File: config.mk
export PLATFORM = sky130hd
export DESIGN_NAME = brb_ctrl
export DESIGN_NICKNAME = d
export VERILOG_FILES = /design/src/rtl/brb_pkg.sv /design/src/rtl/brb_ctrl.sv
export SDC_FILE = /design/constraint.sdc
export NUM_CORES = 1
export LEC_CHECK = 0
export BUFFER_PORTS_ARGS = -buffer_cell sky130_fd_sc_hd__buf_4
export CAP_MARGIN = 40
export CORE_AREA = 2 2 39 41
export CTS_CLUSTER_DIAMETER = 50
export DETAILED_ROUTE_END_ITERATION = 10
export DIE_AREA = 0 0 41 43
export PLACE_DENSITY_LB_ADDON = 0.05
export SETUP_SLACK_MARGIN = 0.4
export SLEW_MARGIN = 25
export SYNTH_ARGS = -nofsm -noshare
export SYNTH_HDL_FRONTEND = slang
export SYNTH_SLANG_ARGS = --single-unit
File: constraint.sdc
create_clock -name clk -period 1.5 [get_ports clk]
set_clock_uncertainty 0.1 [all_clocks]
set_input_delay 0.075 -clock clk [delete_from_list [all_inputs] [get_ports clk]]
set_output_delay 0.075 -clock clk [all_outputs]
set_load 0.05 [all_outputs]
File: src/rtl/brb_pkg.sv
// Package for the byte ring buffer: field widths, operation and status codes,
// default sizes and the control structs shared by the controller and datapath.
// No dependencies; every other file of the block but brb_ram imports it.
`default_nettype none

package brb_pkg;

  localparam int LEN_W     = 13;
  localparam int BYTE_W    = 8;
  localparam int KIND_W    = 3;
  localparam int STATUS_W  = 2;
  localparam int APB_AW    = 3;
  localparam int APB_DW    = 32;

  localparam int DEPTH_DEF     = 4096;
  localparam int MAX_BURST_DEF = 64;

  typedef logic [KIND_W-1:0]   kind_t;
  typedef logic [STATUS_W-1:0] status_t;
  typedef logic [LEN_W-1:0]    len_t;
  typedef logic [BYTE_W-1:0]   byte_t;

  localparam kind_t KIND_PUT   = 3'd0;
  localparam kind_t KIND_GET   = 3'd1;
  localparam kind_t KIND_PEEK  = 3'd2;
  localparam kind_t KIND_DROP  = 3'd3;
  localparam kind_t KIND_CLEAR = 3'd4;

  localparam status_t ST_DONE = 2'd0;
  localparam status_t ST_NONE = 2'd1;
  localparam status_t ST_BAD  = 2'd2;

  localparam len_t RUN_MAX = 13'h1FFF;

  // Register index taken from the word address bits of paddr.
  localparam logic REG_CAPACITY = 1'b0;

  typedef struct packed {
    logic ready;
    logic accept;
    logic start;
    logic issue;
    logic finish;
  } ctrl_cmd_t;

  typedef struct packed {
    logic burst_req;
    logic s1_valid;
    logic out_free;
    logic issue_last;
  } ctrl_stat_t;

endpackage

`default_nettype wire

File: src/rtl/brb_ctrl.sv
// Controller of the byte ring buffer: sequences single-result operations and
// read bursts. Depends on brb_pkg for the command and status structs.
`default_nettype none

module brb_ctrl (
  input  logic                   clk,
  input  logic                   rst,
  input  logic                   in_valid,
  input  brb_pkg::ctrl_stat_t    stat,
  output brb_pkg::ctrl_cmd_t     cmd
);
  import brb_pkg::*;

  typedef enum logic [1:0] {
    S_IDLE  = 2'b01,
    S_BURST = 2'b10
  } state_t;

  state_t state;
  state_t state_next;

  always_comb begin
    cmd        = '0;
    state_next = state;
    case (state)
      S_IDLE: begin
        // A new transaction waits until the read stage is drained and the
        // output register can take a result.
        cmd.ready  = !stat.s1_valid && stat.out_free;
        cmd.accept = cmd.ready && in_valid;
        cmd.start  = cmd.accept && stat.burst_req;
        if (cmd.start) begin
          state_next = S_BURST;
        end
      end
      S_BURST: begin
        cmd.issue  = !stat.s1_valid || stat.out_free;
        cmd.finish = cmd.issue && stat.issue_last;
        if (cmd.finish) begin
          state_next = S_IDLE;
        end
      end
      default: begin
        state_next = S_IDLE;
      end
    endcase
  end

  always_ff @(posedge clk) begin
    if (rst) begin
      state <= S_IDLE;
    end else begin
      state <= state_next;
    end
  end

endmodule

`default_nettype wire

==> out/summary.txt <==
Seq pwr share = 24.3%
first-pass GRT wire length = 676 um
Final setup viols = 0
RSZ-0062 raised after global routing = yes
worst slew pin tran = 0.212 ns
final worst slack = 0.183 ns
Final min period = 1.32 ns
mapped cell area = 123 um^2
# rows = 14
Avg Cell Area, Syn = 9.43 um^2
CP max stage cell = and4bb_4
crit-path max FO = 3
Core Region = 1380 um^2
Reg with most FFs = state
GR Overflow Total = 0
P&R area growth vs syn = 166%
synth top area cells = dfxtp_1 33%, or2b_1 12%, and4bb_2 10%
clock power share = 52.1%
CTS Buffer Depth = 2
max cap viols = 0
Boundary Pins = 12
# clock sinks = 2
initial detailed-routing violation count = 0
Mapped Nets = 20
max reg flops = 2
Vias = 157
synth warn = 0
# DRC = 0
Hold Path Class = in -> reg
Seq cells post-synth = 2
CP peak stage delay = 0.30 ns
Die W = 41 um
total CTS buffers = 3
switching pwr = 53.0 uW
Tot Pwr = 226 uW
biggest regs = state x2
Total Neg Setup Slack = 0 ns
Critical Path Start Type = flop
drt total wl = 365 um
vias in the first global route = 193
crit path DAT = 1.14 ns
largest net degree at the start of global routing = 4
Synth area leader = dfxtp_1
maximum VDD drop = 163 uV
post-synthesis sequential area ratio = 32.7%
Main synth FF type = dfxtp_1
GRT Total Usage = 6.41%
status = completed
GPL Wtd Cong = 0.533
antenna violations before repair = 0
share of cells above drive strength 1 = 76.7%
Port Buffers = 11
First-pass DRT Iterations = 1
WL/cell = 7.93 um
clock root buffer = clkbuf_4
Worst slew margin = 85.9%
Leak = 0.159 nW
residual antenna-violating net count after detailed routing = 0
height of the die = 43 um
PwrDens = 693 nW/um^2
Tcrit/Tclk final = 87.8%
critical path endpoint category = output port
Net Sw Frac = 23.4%
ant diodes = 0
f_max = 759 MHz
hold slack = 0.0627 ns
pre-CTS setup slack = 0.342 ns
worst endpoint required time = 1.32 ns
CTS clk-pin slew, worst paths = 0.03 ns
most frequent cells after synthesis = 2 x dfxtp_1, 2 x or2b_1
layout net count = 39
Logic pwr share = 23.5%
DR vias/cell = 3.41
Pins Over Slew Limit = 0
CP Class = reg -> out
TritonCTS clock tree = built
Post-synth EDFFs = 0
Mapped Cells = 13
post-synth top area share = 32.7%
fraction of registers with async set/reset = 0%
Initial Utilization = 8.86%
CP cell instances = and4bb_4 > and3_4 > buf_8
final hold vios = 0
Worst-Skew Late Latency = 0.22 ns
Clock H-tree levels = 1
post-synth cell types = 11
Die ar. = 1760 um^2
P_int = 173 uW
power by group through the flow:
stage	combinational, mW	clock, mW	sequential (mW)
after detailed placement	0.0433	0	0.0557
after CTS	0.0538	0.127	0.0551
after floorplan	0.0245	0	0.0555
after global routing	0.0569	0.135	0.0550
final	0.0532	0.118	0.0551
after global placement	0.0434	0	0.0557
layer usage:
layer / track usage [%] / vias to the layer above / wire length, um
li1: - / 79 / -
met1: 5.43 / 70 / 125
met2: 8.13 / 8 / 205
met3: 4.71 / 0 / 34
met4: 8.00 / 0 / 0
met5: 0 / - / 0
final cells by class:
type                    instances  area (um^2)
repair buffers                 14          138
clock buffers                   3         22.5
fillers                       151         1060
multi-input cells              11          105
flip-flops and latches          2         41.3
well taps                      16         20.0
timing repair:
item                                   CTS  global route
setup endpoints to repair                7             7
endpoints found under the hold margin    1             0
gates cloned                             0             0
gates resized for setup                  9             1
hold buffers                             1             0
setup buffers                            2             0
pin swaps                                1             0
worst paths after layout:
path | endpoint | slack [ns] | cells past startpoint | startpoint
setup / recovery | cmd[2] | 0.18 | 3 | state[1]
hold / removal | state[0] | 0.06 | 3 | stat[0]
setup reg to reg | state[1] | 0.33 | 4 | state[0]
hold reg to reg | state[0] | 0.58 | 3 | state[0]
metrics by stage:
| step | std cells | utilization, % | cell area (um^2) |
|---|---|---|---|
| floorplan | 13 | - | 141 |
| global placement | 40 | 17.6 | 244 |
| detailed placement | 40 | 17.6 | 244 |
| CTS | 46 | 23.3 | 323 |
| global route | 46 | 23.6 | 327 |
| finish | 46 | 23.6 | 327 |
worst max-delay path: cells and delay by family, from the launching register on:
kind / cells / cell delay, ns
flip-flops: 1 / 0.29
buffers and inverters: 1 / 0.14
AND/OR/NAND/NOR: 2 / 0.49
placed cells by master, fill, tap and decap left out:
| master | netlist | final |
|---|---|---|
| nor2b_4 | 0 | 1 |
| or2b_1 | 2 | 1 |
| or2b_4 | 0 | 1 |
| dfxtp_2 | 0 | 1 |
| nor2_4 | 0 | 1 |
| dlygate4sd3_1 | 0 | 1 |
| and3_4 | 1 | 1 |
| buf_6 | 0 | 2 |
| and4bb_4 | 0 | 1 |
| nand2_1 | 1 | 1 |
| o21ba_1 | 1 | 1 |
| buf_8 | 0 | 3 |
| buf_4 | 0 | 8 |
| a21oi_1 | 1 | 1 |
| clkbuf_4 | 0 | 3 |
| and2_2 | 1 | 1 |
| o21bai_1 | 1 | 1 |
| dfxtp_1 | 2 | 1 |
cells by family after synthesis:
| family | synth area share (%) |
|---|---|
| AND/OR/NAND/NOR | 49.0 |
| AO/OA/AOI/OAI | 18.4 |
| flip-flops | 32.7 |
Power figures use the tool's default switching activity.
